===== src/rtl/cms_pkg.sv =====
// Shared types and constants for the closure motion sequencer.
package cms_pkg;

    localparam int TICKS_W = 20;
    localparam int POS_W   = 14;

    localparam logic [POS_W-1:0] POS_PEDESTRIAN  = 14'd3000;
    localparam logic [POS_W-1:0] POS_SIGNATURE   = 14'd2000;
    localparam logic [POS_W-1:0] POS_VENTILATION = 14'd1000;

    typedef enum logic [1:0] {
        CMD_TICK = 2'd0,
        CMD_CAL  = 2'd1,
        CMD_STOP = 2'd2,
        CMD_MOVE = 2'd3
    } cmd_t;

    typedef enum logic [1:0] {
        ACT_NONE = 2'd0,
        ACT_CAL  = 2'd1,
        ACT_STOP = 2'd2,
        ACT_MOVE = 2'd3
    } action_t;

    typedef enum logic [1:0] {
        TLATCH_NONE     = 2'd0,
        TLATCH_UNLATCH  = 2'd1,
        TLATCH_LATCH    = 2'd2
    } tlatch_t;

    typedef enum logic [2:0] {
        EV_NONE         = 3'd0,
        EV_CALIBRATED   = 3'd1,
        EV_CAL_STOPPED  = 3'd2,
        EV_MOVE_STOPPED = 3'd3,
        EV_MOVE_DONE    = 3'd4
    } event_t;

    typedef enum logic [2:0] {
        CODE_CLOSED     = 3'd0,
        CODE_OPEN       = 3'd1,
        CODE_PEDESTRIAN = 3'd2,
        CODE_SIGNATURE  = 3'd3,
        CODE_VENTILATION = 3'd4
    } code_t;

    typedef enum logic [1:0] {
        REG_CALIBRATE_TICKS = 2'd0,
        REG_MOTION_TICKS    = 2'd1,
        REG_STEP_SIZE       = 2'd2
    } reg_index_t;

    localparam logic STATUS_OK      = 1'b0;
    localparam logic STATUS_BAD_POS = 1'b1;

    typedef struct packed {
        logic [TICKS_W-1:0] calibrate_ticks;
        logic [TICKS_W-1:0] motion_ticks;
        logic [POS_W-1:0]   step_size;
    } cfg_t;

    typedef struct packed {
        logic       latch_wanted;
        logic       latch_given;
        logic [2:0] position_code;
        logic       position_given;
        logic [1:0] cmd;
    } item_t;

    // Packed so that the low bits match the stream word layout.
    typedef struct packed {
        logic             moving;
        logic             latched;
        logic [POS_W-1:0] panel_b_position;
        logic [POS_W-1:0] panel_a_position;
        logic [2:0]       event_res;
        logic             status;
    } result_t;

endpackage


===== src/rtl/cms_cfg_regs.sv =====
// Configuration register file of the closure motion sequencer.
module cms_cfg_regs
    import cms_pkg::*;
(
    input  logic                clk,
    input  logic                rst_n,
    input  logic                cfg_valid,
    output logic                cfg_ready,
    input  logic [1:0]          cfg_index,
    input  logic [TICKS_W-1:0]  cfg_data,
    output cfg_t                cfg
);

    logic [TICKS_W-1:0] calibrate_ticks_reg;
    logic [TICKS_W-1:0] motion_ticks_reg;
    logic [POS_W-1:0]   step_size_reg;

    assign cfg_ready = 1'b1;

    always_ff @(posedge clk or negedge rst_n)
    begin
        if (!rst_n)
        begin
            calibrate_ticks_reg <= 20'd10000;
            motion_ticks_reg    <= 20'd1000;
            step_size_reg       <= 14'd1000;
        end
        else if (cfg_valid)
        begin
            case (cfg_index)
                REG_CALIBRATE_TICKS: calibrate_ticks_reg <= cfg_data;
                REG_MOTION_TICKS:    motion_ticks_reg    <= cfg_data;
                REG_STEP_SIZE:       step_size_reg       <= cfg_data[POS_W-1:0];
                default:             ;
            endcase
        end
    end

    assign cfg.calibrate_ticks = calibrate_ticks_reg;
    assign cfg.motion_ticks    = motion_ticks_reg;
    assign cfg.step_size       = step_size_reg;

endmodule


===== src/rtl/cms_core.sv =====
// Sequencer state and the single-pass update for one command or tick.
module cms_core
    import cms_pkg::*;
#(
    parameter int POSITION_FULL = 10000
)
(
    input  logic    clk,
    input  logic    rst_n,
    input  logic    fire,
    input  item_t   item,
    input  cfg_t    cfg,
    output result_t result
);

    localparam logic [POS_W-1:0] FULL_POS = POS_W'(POSITION_FULL);
    localparam logic [POS_W-1:0] TGT_PED  =
        (3000 > POSITION_FULL) ? FULL_POS : POS_PEDESTRIAN;
    localparam logic [POS_W-1:0] TGT_SIG  =
        (2000 > POSITION_FULL) ? FULL_POS : POS_SIGNATURE;
    localparam logic [POS_W-1:0] TGT_VENT =
        (1000 > POSITION_FULL) ? FULL_POS : POS_VENTILATION;

    action_t            action_reg, action_next;
    logic               calibrating_reg, calibrating_next;
    logic               motion_reg, motion_next;
    logic               timer_reg, timer_next;
    logic [TICKS_W-1:0] ticks_reg, ticks_next;
    logic [POS_W-1:0]   pos_a_reg, pos_a_next;
    logic [POS_W-1:0]   pos_b_reg, pos_b_next;
    logic [POS_W-1:0]   target_reg, target_next;
    logic               target_valid_reg, target_valid_next;
    logic               latch_reg, latch_next;
    tlatch_t            tlatch_reg, tlatch_next;

    logic [POS_W-1:0]   step_a, step_b;
    logic               more_a, more_b;
    logic [POS_W-1:0]   map_target;
    logic               map_ok;
    event_t             ev;
    logic               status;

    // One step of a panel toward the shared target, clamped at the target.
    function automatic logic [POS_W:0] step_panel(
        input logic [POS_W-1:0] cur,
        input logic [POS_W-1:0] tgt,
        input logic             tvalid,
        input logic [POS_W-1:0] step
    );
        logic [POS_W-1:0] diff;
        logic [POS_W-1:0] nxt;
        logic             more;
        diff = (cur < tgt) ? (tgt - cur) : (cur - tgt);
        nxt  = cur;
        more = 1'b0;
        if (tvalid && (cur != tgt))
        begin
            if (diff <= step)
                nxt = tgt;
            else
            begin
                nxt  = (cur < tgt) ? (cur + step) : (cur - step);
                more = 1'b1;
            end
        end
        return {more, nxt};
    endfunction

    assign {more_a, step_a} = step_panel(pos_a_reg, target_reg, target_valid_reg, cfg.step_size);
    assign {more_b, step_b} = step_panel(pos_b_reg, target_reg, target_valid_reg, cfg.step_size);

    always_comb
    begin
        map_ok     = 1'b1;
        map_target = '0;
        if (item.position_given)
        begin
            case (item.position_code)
                CODE_CLOSED:      map_target = FULL_POS;
                CODE_OPEN:        map_target = '0;
                CODE_PEDESTRIAN:  map_target = TGT_PED;
                CODE_SIGNATURE:   map_target = TGT_SIG;
                CODE_VENTILATION: map_target = TGT_VENT;
                default:          map_ok = 1'b0;
            endcase
        end
    end

    always_comb
    begin
        action_next       = action_reg;
        calibrating_next  = calibrating_reg;
        motion_next       = motion_reg;
        timer_next        = timer_reg;
        ticks_next        = ticks_reg;
        pos_a_next        = pos_a_reg;
        pos_b_next        = pos_b_reg;
        target_next       = target_reg;
        target_valid_next = target_valid_reg;
        latch_next        = latch_reg;
        tlatch_next       = tlatch_reg;
        ev                = EV_NONE;
        status            = STATUS_OK;

        case (cmd_t'(item.cmd))
            CMD_TICK:
            begin
                if (timer_reg)
                begin
                    if (ticks_reg <= TICKS_W'(1))
                    begin
                        timer_next = 1'b0;
                        ticks_next = '0;
                        if (action_reg == ACT_CAL)
                        begin
                            calibrating_next = 1'b0;
                            action_next      = ACT_NONE;
                            ev               = EV_CALIBRATED;
                        end
                        else if (action_reg == ACT_MOVE)
                        begin
                            // Unlatch comes before the panels step.
                            if (tlatch_reg == TLATCH_UNLATCH)
                                latch_next = 1'b0;
                            pos_a_next = step_a;
                            pos_b_next = step_b;
                            if (more_a || more_b)
                            begin
                                action_next = ACT_MOVE;
                                motion_next = 1'b1;
                                timer_next  = 1'b1;
                                ticks_next  = cfg.motion_ticks;
                            end
                            else
                            begin
                                if (tlatch_reg == TLATCH_LATCH)
                                    latch_next = 1'b1;
                                motion_next = 1'b0;
                                action_next = ACT_NONE;
                                ev          = EV_MOVE_DONE;
                            end
                        end
                    end
                    else
                        ticks_next = ticks_reg - TICKS_W'(1);
                end
            end
            CMD_CAL:
            begin
                action_next      = ACT_CAL;
                calibrating_next = 1'b1;
                timer_next       = 1'b1;
                ticks_next       = cfg.calibrate_ticks;
            end
            CMD_STOP:
            begin
                timer_next  = 1'b0;
                ticks_next  = '0;
                action_next = ACT_STOP;
                if (calibrating_reg)
                begin
                    calibrating_next = 1'b0;
                    ev               = EV_CAL_STOPPED;
                end
                else if (motion_reg)
                begin
                    motion_next = 1'b0;
                    ev          = EV_MOVE_STOPPED;
                end
            end
            default:
            begin
                timer_next = 1'b0;
                ticks_next = '0;
                if (!map_ok)
                    status = STATUS_BAD_POS;
                else
                begin
                    if (item.position_given)
                    begin
                        target_next       = map_target;
                        target_valid_next = 1'b1;
                    end
                    if (item.latch_given)
                        tlatch_next = item.latch_wanted ? TLATCH_LATCH : TLATCH_UNLATCH;
                    action_next = ACT_MOVE;
                    motion_next = 1'b1;
                    timer_next  = 1'b1;
                    ticks_next  = cfg.motion_ticks;
                end
            end
        endcase
    end

    always_ff @(posedge clk or negedge rst_n)
    begin
        if (!rst_n)
        begin
            action_reg       <= ACT_NONE;
            calibrating_reg  <= 1'b0;
            motion_reg       <= 1'b0;
            timer_reg        <= 1'b0;
            ticks_reg        <= '0;
            pos_a_reg        <= '0;
            pos_b_reg        <= '0;
            target_reg       <= '0;
            target_valid_reg <= 1'b0;
            latch_reg        <= 1'b0;
            tlatch_reg       <= TLATCH_NONE;
        end
        else if (fire)
        begin
            action_reg       <= action_next;
            calibrating_reg  <= calibrating_next;
            motion_reg       <= motion_next;
            timer_reg        <= timer_next;
            ticks_reg        <= ticks_next;
            pos_a_reg        <= pos_a_next;
            pos_b_reg        <= pos_b_next;
            target_reg       <= target_next;
            target_valid_reg <= target_valid_next;
            latch_reg        <= latch_next;
            tlatch_reg       <= tlatch_next;
        end
    end

    assign result.status           = status;
    assign result.event_res        = ev;
    assign result.panel_a_position = pos_a_next;
    assign result.panel_b_position = pos_b_next;
    assign result.latched          = latch_next;
    assign result.moving           = motion_next;

    // Every path that stops the timer also clears the count.
    assert property (@(posedge clk) disable iff (!rst_n)
        !timer_reg |-> (ticks_reg == '0))
        else $error("idle timer holds a nonzero count");

    // Panels only ever move toward a target that is within range.
    assert property (@(posedge clk) disable iff (!rst_n)
        (pos_a_reg <= FULL_POS) && (pos_b_reg <= FULL_POS) && (target_reg <= FULL_POS))
        else $error("panel position or target beyond full travel");

    // A finished move leaves no motion pending.
    assert property (@(posedge clk) disable iff (!rst_n)
        (fire && (ev == EV_MOVE_DONE)) |=> (!motion_reg && !timer_reg))
        else $error("move reported done while motion continues");

endmodule


===== src/rtl/cms_out_buf.sv =====
// Two-entry output buffer that decouples result beats from downstream stalls.
module cms_out_buf
    import cms_pkg::*;
(
    input  logic    clk,
    input  logic    rst_n,
    input  logic    in_fire,
    input  result_t in_data,
    output logic    in_ready,
    output logic    out_valid,
    input  logic    out_ready,
    output result_t out_data
);

    result_t main_reg;
    result_t skid_reg;
    logic    main_valid_reg;
    logic    skid_valid_reg;
    logic    main_load;

    assign in_ready  = !skid_valid_reg;
    assign main_load = out_ready || !main_valid_reg;

    always_ff @(posedge clk or negedge rst_n)
    begin
        if (!rst_n)
        begin
            main_valid_reg <= 1'b0;
            skid_valid_reg <= 1'b0;
        end
        else if (main_load)
        begin
            if (skid_valid_reg)
            begin
                main_valid_reg <= 1'b1;
                skid_valid_reg <= 1'b0;
            end
            else
                main_valid_reg <= in_fire;
        end
        else if (in_fire)
            skid_valid_reg <= 1'b1;
    end

    always_ff @(posedge clk)
    begin
        if (main_load)
            main_reg <= skid_valid_reg ? skid_reg : in_data;
        else if (in_fire)
            skid_reg <= in_data;
    end

    assign out_valid = main_valid_reg;
    assign out_data  = main_reg;

    // The spare entry is only used behind an occupied main entry.
    assert property (@(posedge clk) disable iff (!rst_n)
        skid_valid_reg |-> main_valid_reg)
        else $error("spare entry full while main entry is empty");

endmodule


===== src/rtl/closure_motion_sequencer_core.sv =====
// Top level of the closure motion sequencer: config port, state update, result buffer.
//
//  channel  | signals                            | payload
//  ---------+------------------------------------+-------------------------------------
//  command  | s_tvalid s_tready s_tdata s_tuser  | tuser: cmd; tdata: position/latch
//  result   | m_tvalid m_tready m_tdata          | status, event, positions, flags
//  config   | cfg_valid cfg_ready cfg_index/data | one register write per beat
//
// Each command or tick beat is one state update, taken every cycle while s_tready is high.
// Its result beat appears on m_tdata in the cycle after acceptance, unless an earlier
// result beat is still waiting there, in which case it follows once that one is taken.
// The result side holds two beats, so s_tready drops only once two results wait.
// Reset restores the default register values and the fully open, unlatched state.
module closure_motion_sequencer_core
    import cms_pkg::*;
#(
    parameter int POSITION_FULL = 10000
)
(
    input  logic               clk,
    input  logic               rst_n,
    input  logic               s_tvalid,
    output logic               s_tready,
    input  logic [7:0]         s_tdata,   // position_given, position_code[2:0], latch_given,
                                          // latch_wanted, zero fill
    input  logic [1:0]         s_tuser,   // cmd[1:0]
    output logic               m_tvalid,
    input  logic               m_tready,
    output logic [39:0]        m_tdata,   // status, event_res[2:0], panel_a_position[13:0],
                                          // panel_b_position[13:0], latched, moving, zero fill
    input  logic               cfg_valid,
    output logic               cfg_ready,
    input  logic [1:0]         cfg_index,
    input  logic [TICKS_W-1:0] cfg_data
);

    cfg_t    cfg;
    item_t   item;
    result_t core_result;
    result_t buf_result;
    logic    fire;

    assign fire = s_tvalid && s_tready;

    assign item.cmd            = s_tuser;
    assign item.position_given = s_tdata[0];
    assign item.position_code  = s_tdata[3:1];
    assign item.latch_given    = s_tdata[4];
    assign item.latch_wanted   = s_tdata[5];

    cms_cfg_regs u_cfg_regs (
        .clk       (clk),
        .rst_n     (rst_n),
        .cfg_valid (cfg_valid),
        .cfg_ready (cfg_ready),
        .cfg_index (cfg_index),
        .cfg_data  (cfg_data),
        .cfg       (cfg)
    );

    cms_core #(
        .POSITION_FULL (POSITION_FULL)
    ) u_core (
        .clk    (clk),
        .rst_n  (rst_n),
        .fire   (fire),
        .item   (item),
        .cfg    (cfg),
        .result (core_result)
    );

    cms_out_buf u_out_buf (
        .clk       (clk),
        .rst_n     (rst_n),
        .in_fire   (fire),
        .in_data   (core_result),
        .in_ready  (s_tready),
        .out_valid (m_tvalid),
        .out_ready (m_tready),
        .out_data  (buf_result)
    );

    assign m_tdata = {6'd0, buf_result};

endmodule

===== config.mk =====
export PLATFORM = sky130hd
export DESIGN_NAME = closure_motion_sequencer_core
export DESIGN_NICKNAME = d
export VERILOG_FILES = /design/src/rtl/cms_pkg.sv /design/src/rtl/cms_cfg_regs.sv /design/src/rtl/cms_core.sv /design/src/rtl/cms_out_buf.sv /design/src/rtl/closure_motion_sequencer_core.sv
export SDC_FILE = /design/constraint.sdc
export NUM_CORES = 1
export LEC_CHECK = 0
export BUFFER_PORTS_ARGS = -buffer_cell sky130_fd_sc_hd__buf_2
export CAP_MARGIN = 10
export CORE_UTILIZATION = 56
export DETAILED_ROUTE_END_ITERATION = 16
export PLACE_DENSITY_LB_ADDON = 0.3
export SYNTH_ARGS = -nofsm -noshare
export SYNTH_HDL_FRONTEND = slang
export SYNTH_HIERARCHICAL = 1
export SYNTH_SLANG_ARGS = --single-unit

===== constraint.sdc =====
create_clock -name clk -period 5.2 [get_ports clk]
set_input_delay 0.78 -clock clk [delete_from_list [all_inputs] [get_ports clk]]
set_output_delay 0.78 -clock clk [all_outputs]
set_load 0.05 [all_outputs]

==> results of run 1 <==
## report_power, final
| part | leakage, nW | total (W) | internal (W) | switching [W] |
|---|---|---|---|---|
| Combinational | 4.34 | 0.00252 | 0.00108 | 0.00144 |
| Clock | 0.288 | 0.00130 | 0.000682 | 0.000614 |
| Sequential | 2.15 | 0.00197 | 0.00177 | 0.000204 |
| Total | 6.78 | 0.00579 | 0.00353 | 0.00226 |
## through the flow
stage	std cells	setup slack, ns
floorplan	1373	0.332
global placement	1811	-0.0109
detailed placement	1811	-0.0838
CTS	1843	0.0675
global route	1849	-0.00953
finish	1849	0.163
## final timing paths
check	from	end	slack, ns
worst max-delay path	u_core/pos_b_reg[5]	u_out_buf/out_data[31]	0.16
worst min-delay path	rst_n	u_out_buf/skid_valid_reg	0.25
worst max register to register	u_core/pos_b_reg[5]	u_out_buf/out_data[31]	0.16
worst min register to register	u_cfg_regs/motion_ticks_reg[3]	u_core/ticks_reg[3]	0.50
max in group asynchronous	rst_n	u_cfg_regs/step_size_reg[12]	3.84
min in group clk	u_cfg_regs/motion_ticks_reg[3]	u_core/ticks_reg[3]	0.50
## area by class of cell
| type | instances | area, um^2 |
|---|---|---|
| Clock buffer | 18 | 429 |
| Multi-Input combinational cell | 1049 | 7760 |
| Clock inverter | 14 | 148 |
| Sequential cell | 189 | 5100 |
| Fill cell | 1865 | 8070 |
| Inverter | 77 | 289 |
| Timing Repair Buffer | 183 | 1210 |
| Tap cell | 319 | 399 |
## cells by family after synthesis
logic type | count (synthesis) | share of synthesized area
AOI/OAI and AO/OA | 361 | 0.172
xor gates and xnor gates | 76 | 0.0500
adders and majority gates | 99 | 0.0953
buffers and inverters | 136 | 0.0480
DFF | 189 | 0.383
muxes | 118 | 0.106
other | 2 | 0.000564
and+or+nand+nor | 387 | 0.145
## critical path, cell delays in order, from the launching register on
cell and delay [ns]:
dfrtp_1 0.37, inv_1 0.07, ha_1 0.35, a21oi_1 0.20, a21oi_1 0.10, buf_4 0.15
o21a_1 0.23, nor4_2 0.27, nor3_1 0.11, or3_1 0.44, a21oi_2 0.16, xnor2_1 0.14
ha_1 0.27, a21o_1 0.16, a21o_1 0.17, a21oi_1 0.15, o21ai_1 0.14, o21a_2 0.32
buf_4 0.17, and2_1 0.17, o211ai_1 0.09, nand3b_1 0.24, mux2_2 0.33
## cells in the final DEF, fill, tap and decap left out, types with 8 or more instances in the layout
cell type,instances
nor3_1,31
a211oi_1,13
o21ai_0,68
mux2_2,72
buf_4,113
edfxtp_1,68
a21oi_1,86
mux2_4,28
dfstp_2,17
o31ai_1,9
nand3_1,21
nand2b_1,8
or3_1,9
buf_2,69
clkbuf_16,17
a22oi_1,11
nor2b_1,8
nand4_1,11
xor2_1,10
o21ai_1,41
o21a_1,12
and4_1,8
xnor2_1,66
nand2_1,126
dfrtp_1,99
ha_1,95
a21o_1,25
nor2_1,101
mux2i_1,13
nand3b_1,9
inv_1,76
## metal layers
metal / wire (um) / GRT usage / part of all wire
met4: 960 / 0.104 / 0.027
met5: 0 / 0 / 0
met1: 16100 / 0.413 / 0.45
met3: 2370 / 0.0464 / 0.066
met2: 16400 / 0.476 / 0.46
## what timing repair did
| item | 4_1_cts | 5_1_grt |
|---|---|---|
| hold buffers | 0 | 0 |
| endpoints found under the hold margin | 0 | 0 |
| cloned | 0 | 1 |
| resized for setup | 5 | 31 |
| pin swaps | 0 | 6 |
| endpoints found under the setup margin | 9 | 63 |
| buffers inserted | 0 | 4 |
==> results.toml, run 1 <==
[outcome]
status = "finished, final reports clean"

[pwr]
total_power_w = 0.00579
p_leak_nw = 6.78
powerDensity_nw_per_um2 = 377
ir_drop_uv = 262

[floorplanning]
dieArea_um2 = 24400
pin_count = 80
start_util = 0.569
die_h_um = 156
die_w_um = 156
row_count = 56
core_area_um2 = 23400

[grt]
grt_overflow = 0
grt_pass1_wl_um = 56100
grt_pass1_vias = 10600
grt_use_total = 0.299
antenna_found_initial = 0
grt_max_degree = 60

[setup_path]
reg2reg_depth = 22
cp_data_arrival_time_ns = 5.22
start_kind = "flop"
critPathMaxFanout = 7
endpoint_kind = "flop"
required_ns = 5.39
crit_type = "flop to flop"

[sta]
max_clock_freq_mhz = 199
fin_crit_ns = 5.04
fin_skew_ns = 0.0129
fin_crit_sh = 0.969
setup_violations = 0
worst_hold_slack_ns = 0.254
setup_tns_ns = 0
slew_violations = 0
worst_pin_slew_ns = 1.18
slew_headroom = 0.213
finalHoldViolations = 0

[clock_tree]
cts_sinks = 189
cts_buffers = 17
clk_pin_slew_ns = 0.07
clockBufferDepth = 2
cts_htree_levels = 4
cts_root_buffer = "clkbuf_16"
clk_latency_ns = 0.44
cts_tree = "built"

[place]
gp_congestion = 0.941
placed_area_um2 = 14600
io_buffers = 70
dp_hpwl_um = 27000

[logic_synthesis]
yosysMostFrequentCell = "nand2_1"
synth.area.top_cells = "dfrtp_1 20%, edfxtp_1 15%, ha_1 8.9%"
synth_commonest_cells = "126 x nand2_1, 106 x nor2_1, 104 x dfrtp_1"
synth_edf_count = 68
netlist_area_um2 = 13300
yosysTopAreaCell = "dfrtp_1"
yosysWarningCount = 6
syn_inst = 1368
ys_ff_latch = 189
avgSynthCellArea_um2 = 9.73
synthDistinctLibCells = 89
ys.flop_type = "dfrtp_1"
ys_seq_area_frac = 0.383
synthArstFlopShare = 0.640
netlist.area_leader.share = 0.196

[cells_and_area]
final_area_um2 = 15300
fin_nets = 1653
antenna_cells = 0
final_util = 0.655
layout-drive-gt1-share = 0.253
syn_to_final_growth_pct = 15.2

[route]
dr_total_vias = 11100
drt_iter0_markers = 741
routed_wl_um = 35900
ant_nets = 0
drt_first_pass_iters = 5
post_drt_wl_per_cell_um = 19.4
drc = 0
vias_per_cell = 6.00

[flow_run]
drv_cap = 0

[worst_hold_path]
hold_path.class = "primary input to asynchronous set/reset pin"
Note: power is estimated with default switching activity, not from simulation.
==> inputs of run 2 (changes only) <==
--- a/config.mk
+++ b/config.mk
@@ -5,11 +5,14 @@
 export SDC_FILE = /design/constraint.sdc
 export NUM_CORES = 1
 export LEC_CHECK = 0
+export ABC_AREA = 1
 export BUFFER_PORTS_ARGS = -buffer_cell sky130_fd_sc_hd__buf_2
 export CAP_MARGIN = 10
-export CORE_UTILIZATION = 56
+export CORE_UTILIZATION = 57
+export CTS_BUF_LIST = sky130_fd_sc_hd__clkbuf_16
 export DETAILED_ROUTE_END_ITERATION = 16
 export PLACE_DENSITY_LB_ADDON = 0.3
+export SLEW_MARGIN = 20
 export SYNTH_ARGS = -nofsm -noshare
 export SYNTH_HDL_FRONTEND = slang
 export SYNTH_HIERARCHICAL = 1
==> results.toml, run 2 <==
[clock_tree]
cts_htree_levels = 4
post_cts_resize_count = 0
clk_latency_ns = 0.44
cts_buffers = 17
clockBufferDepth = 2
cts_root_buffer = "clkbuf_16"
hold_buffers = 0
cts_tree = "built"
cts_setup_buffers = 0
cts_sinks = 189
clk_pin_slew_ns = 0.08

[sta]
fin_crit_ns = 4.79
rsz0062_at_grt = "false"
worst_pin_slew_ns = 0.877
setup_tns_ns = 0
max_clock_freq_mhz = 209
fin_skew_ns = 0.0163
slew_headroom = 0.409
finalHoldViolations = 0
slew_violations = 0
setup_violations = 0
fin_crit_sh = 0.921

[logic_synthesis]
ys_ff_latch = 189
netlist_area_um2 = 13900
yosysWarningCount = 6
ys.flop_type = "dfrtp_1"
netlist.area_leader.share = 0.188
yosysMostFrequentCell = "nand2_1"
synthDistinctLibCells = 58
avgSynthCellArea_um2 = 7.32
yosysTopAreaCell = "dfrtp_1"
ys_seq_area_frac = 0.367
synth.area.top_cells = "dfrtp_1 19%, nand2_1 16%, edfxtp_1 15%"
synthArstFlopShare = 0.640
synth_commonest_cells = "592 x nand2_1, 203 x inv_1, 163 x nor2_1"
syn_inst = 1895
synth_edf_count = 68

[route]
post_drt_wl_per_cell_um = 17.7
drt_first_pass_iters = 6
dr_total_vias = 12900
vias_per_cell = 5.67
ant_nets = 0
drt_iter0_markers = 1201
drc = 0
routed_wl_um = 40200

[floorplanning]
die_w_um = 158
pin_count = 80
row_count = 56
dieArea_um2 = 25000
core_area_um2 = 23700
start_util = 0.586
die_h_um = 158

[setup_path]
cp_data_arrival_time_ns = 5.09
start_kind = "flop"
crit_type = "flop to flop"
required_ns = 5.50
critPathMaxFanout = 8
endpoint_kind = "flop"

[grt]
grt_pass1_wl_um = 63100
grt_overflow = 0
antenna_found_initial = 2
grt_max_degree = 81
grt_pass1_vias = 11900
grt_use_total = 0.335

[cells_and_area]
mostFrequentLayoutCells = "592 x nand2_1, 205 x inv_1, 162 x nor2_1, 116 x o21ai_0, 104 x dfrtp_1"
fin_nets = 2075
final_common_cell = "nand2_1"
final_util = 0.632
fillCellCount = 2155
final_area_um2 = 15000
layout-drive-gt1-share = 0.0958
finalNonFillerCells = 2272
syn_to_final_growth_pct = 7.91

[place]
placed_area_um2 = 14400
dp.cells = 2239
dp_hpwl_um = 30600
gp_congestion = 1.04
io_buffers = 70

[worst_hold_path]
hold_path.class = "primary input to asynchronous set/reset pin"

[outcome]
status = "finished, final reports clean"

[flow_run]
drv_cap = 0

[pwr]
p_leak_nw = 7.55
ir_drop_uv = 239
powerDensity_nw_per_um2 = 461
==> run 2: cell types whose count changed after synthesis, sizes merged, moves of 46 or more <==
cell,previous run,this run
inv,76,210
nor2,108,169
nand2,127,612
xnor2,66,20
nand3,22,91
mux2,102,0
==> run 2: path summary, 6_finish.rpt <==
check / from / endpoint / slack [ns] / depth (start not counted)
hold / removal: rst_n / u_core/timer_reg / 0.35 / 1
max in group asynchronous: rst_n / u_core/target_valid_reg / 3.74 / 2
min in group clk: u_cfg_regs/calibrate_ticks_reg[8] / u_cfg_regs/calibrate_ticks_reg[8] / 0.47 / 2
hold reg to reg: u_cfg_regs/calibrate_ticks_reg[8] / u_cfg_regs/calibrate_ticks_reg[8] / 0.47 / 2
setup reg to reg: u_core/target_reg[5] / u_out_buf/out_data[4] / 0.41 / 24
setup / recovery: u_core/target_reg[5] / u_out_buf/out_data[4] / 0.41 / 24
==> run 2: area by class of cell <==
| class | count | area (um^2) | share of cell area |
|---|---|---|---|
| inverters | 213 | 810 | 0.0540 |
| diodes | 1 | 2.50 | 0.000167 |
| clock inverters | 15 | 156 | 0.0104 |
| repair buffers | 95 | 544 | 0.0363 |
| multi-input cells | 1423 | 7550 | 0.504 |
| flip-flops and latches | 189 | 5090 | 0.340 |
| well taps | 319 | 399 | 0.0266 |
| clock buffers | 17 | 425 | 0.0284 |
==> run 2: cell families (layout without fill, tap and decap cells) <==
family                     Yosys count  after routing  synth area share
and+or+nand+nor                    956            956             0.291
AOI/OAI and AO/OA                  295            295             0.117
buffers and inverters              288            340            0.0908
DFF                                189            189             0.367
adders and majority gates           99             99            0.0914
xor gates and xnor gates            63             63            0.0398
muxes                                3              3           0.00216
other                                2              8          0.000541
==> run 2: routing by layer <==
layer / up-vias / track usage / wire [um]
li1: 6271 / - / -
met1: 5989 / 0.459 / 17700
met4: 0 / 0.116 / 1250
met2: 548 / 0.528 / 18000
met5: - / 0 / 0
met3: 72 / 0.0652 / 3270
==> run 2: worst max-delay path, cell delays in order, from the launching register on <==
cell	delay, ns
dfrtp_1	0.67
inv_1	0.23
ha_1	0.26
inv_1	0.06
nand2_1	0.05
inv_1	0.04
nand2_1	0.13
inv_1	0.10
nor2_1	0.04
nor2_1	0.39
nand3_1	0.12
a21oi_1	0.16
a21oi_1	0.08
xor2_1	0.18
ha_1	0.31
nand2_1	0.08
nor3_1	0.31
nand3_1	0.12
nand2_1	0.12
nand2_1	0.11
nor2_1	0.31
nand2_1	0.24
o22ai_1	0.37
nand2_2	0.09
nand2_1	0.08
==> run 2: per-stage QoR <==
step	worst slack, ns	hold WS, ns	total power, W
3_3_place_gp	0.638	0.456	0.00545
2_1_floorplan	1.52	0.433	0.00454
3_5_place_dp	0.585	0.459	0.00550
4_1_cts	0.523	0.472	0.00685
6_report	0.411	0.352	0.00691
5_1_grt	0.0526	0.403	0.00743
==> run 2: power breakdown <==
group	internal, W	total [W]	switching (W)
clock	0.000643	0.00132	0.000676
sequential	0.00181	0.00202	0.000207
combinational	0.00117	0.00357	0.00240
==> inputs of run 3 (changes only) <==
--- a/config.mk
+++ b/config.mk
@@ -12,7 +12,7 @@
 export CTS_BUF_LIST = sky130_fd_sc_hd__clkbuf_16
 export DETAILED_ROUTE_END_ITERATION = 16
 export PLACE_DENSITY_LB_ADDON = 0.3
-export SLEW_MARGIN = 20
+export SLEW_MARGIN = 30
 export SYNTH_ARGS = -nofsm -noshare
 export SYNTH_HDL_FRONTEND = slang
 export SYNTH_HIERARCHICAL = 1
==> constraint.sdc (replaced) <==
create_clock -name clk -period 5.2 [get_ports clk]
set_input_delay 0.78 -clock clk [delete_from_list [all_inputs] [get_ports clk]]
set_output_delay 0.78 -clock clk [all_outputs]
set_load 0.02 [all_outputs]
==> results.toml, run 3 (synthesized netlist as in run 2, its figures left out) <==
[grt]
antenna_found_initial = 0
grt_pass1_wl_um = 63100
grt_pass1_vias = 11700
grt_max_degree = 81
grt_use_total = 0.334
grt_overflow = 0

[route]
drc = 0
drt_first_pass_iters = 6
dr_total_vias = 13000
drt_iter0_markers = 1148
ant_nets = 0
routed_wl_um = 40200
vias_per_cell = 5.71
post_drt_wl_per_cell_um = 17.7

[place]
gp_congestion = 1.04
place_ws_ns = 0.539
dp.cells = 2239
dp_hpwl_um = 30600
io_buffers = 70
placed_area_um2 = 14400

[floorplanning]
core_area_um2 = 23700
die_h_um = 158
die_w_um = 158
dieArea_um2 = 25000
start_util = 0.586
row_count = 56
pin_count = 80

[clock_tree]
hold_buffers = 0
post_cts_resize_count = 0
clk_latency_ns = 0.44
cts_buffers = 17
cts_setup_buffers = 0
cts_sinks = 189
clk_pin_slew_ns = 0.09
clockBufferDepth = 2
cts_root_buffer = "clkbuf_16"
cts_htree_levels = 4
cts_tree = "built"

[setup_path]
critPathMaxFanout = 8
cp_data_arrival_time_ns = 5.17
rrSetupSlack_ns = 0.32
crit_buf_inv = 6
crit_type = "flop to flop"
required_ns = 5.49
critical_path.top_delay_family = "simple AND/OR/NAND/NOR gates"
critPathSlowestCell = "dfrtp_1"
start_kind = "flop"
endpoint_kind = "flop"
cp_slowest_stage_delay_ns = 0.69
crit_path_frequent_cell = "nand2_1"

[cells_and_area]
finalNonFillerCells = 2271
syn_to_final_growth_pct = 7.86
seq_area_um2 = 5090
fin_nets = 2075
layout-drive-gt1-share = 0.0958
fillCellCount = 2179
mostFrequentLayoutCells = "592 x nand2_1, 205 x inv_1, 162 x nor2_1, 116 x o21ai_0, 104 x dfrtp_1"
multiInputGateArea_um2 = 7550
final_util = 0.632
final_area_um2 = 15000
final_common_cell = "nand2_1"
antenna_cells = 0

[sta]
max_clock_freq_mhz = 205
fin_crit_sh = 0.939
fin_ws_ns = 0.318
worst_pin_slew_ns = 0.900
fin_crit_ns = 4.88
rsz0062_at_grt = "false"
finalHoldViolations = 0
slew_violations = 0
slew_headroom = 0.398
setup_violations = 0
setup_tns_ns = 0
fin_skew_ns = 0.0187

[pwr]
p_sw_w = 0.00316
p_sw_frac = 0.466
intPower_w = 0.00362
p_leak_nw = 7.55
seqPwrFrac = 0.298
ir_drop_uv = 230
powerDensity_nw_per_um2 = 453
clockPowerShare = 0.194
combPwrFrac = 0.509

[flow_run]
drv_cap = 0

[outcome]
status = "finished, final reports clean"

[worst_hold_path]
hold_path.class = "primary input to asynchronous set/reset pin"
## run 3: area by class of cell
cell class / instances / area share
clock buffers: 17 / 0.0284
clock inverters: 15 / 0.0101
inverters: 213 / 0.0541
multi-input cells: 1423 / 0.504
flip-flops and latches: 189 / 0.340
well taps: 319 / 0.0267
repair buffers: 95 / 0.0364
## run 3: power by group through the flow
stage                     Clock (W)  Sequential (W)  Combinational [W]
after detailed placement          0         0.00204            0.00335
after floorplan                   0         0.00204            0.00238
after CTS                   0.00133         0.00201            0.00338
after global routing        0.00138         0.00205            0.00387
final                       0.00132         0.00202            0.00345
after global placement            0         0.00204            0.00330
## run 3: path summary, 6_finish.rpt
path | start | endpoint | depth (start not counted)
setup reg to reg | u_core/target_reg[5] | u_out_buf/out_data[4] | 25
min in group clk | u_cfg_regs/calibrate_ticks_reg[4] | u_cfg_regs/calibrate_ticks_reg[4] | 2
setup / recovery | u_core/target_reg[5] | u_out_buf/out_data[4] | 25
hold reg to reg | u_cfg_regs/calibrate_ticks_reg[4] | u_cfg_regs/calibrate_ticks_reg[4] | 2
hold / removal | rst_n | u_core/calibrating_reg | 1
max in group asynchronous | rst_n | u_core/target_valid_reg | 2
## run 3: per-stage QoR
stage          power (W)  hold WS (ns)
2_1_floorplan    0.00442         0.433
3_3_place_gp     0.00534         0.456
3_5_place_dp     0.00539         0.458
4_1_cts          0.00673         0.400
5_1_grt          0.00730         0.410
6_report         0.00679         0.360
## run 3: per-layer routing
metal,GRT usage,share of wire,vias to the layer above
met1,0.465,0.44,6070
met4,0.0994,0.025,0
met3,0.0460,0.074,67
met5,0,0,-
met2,0.540,0.46,557
li1,-,-,6275
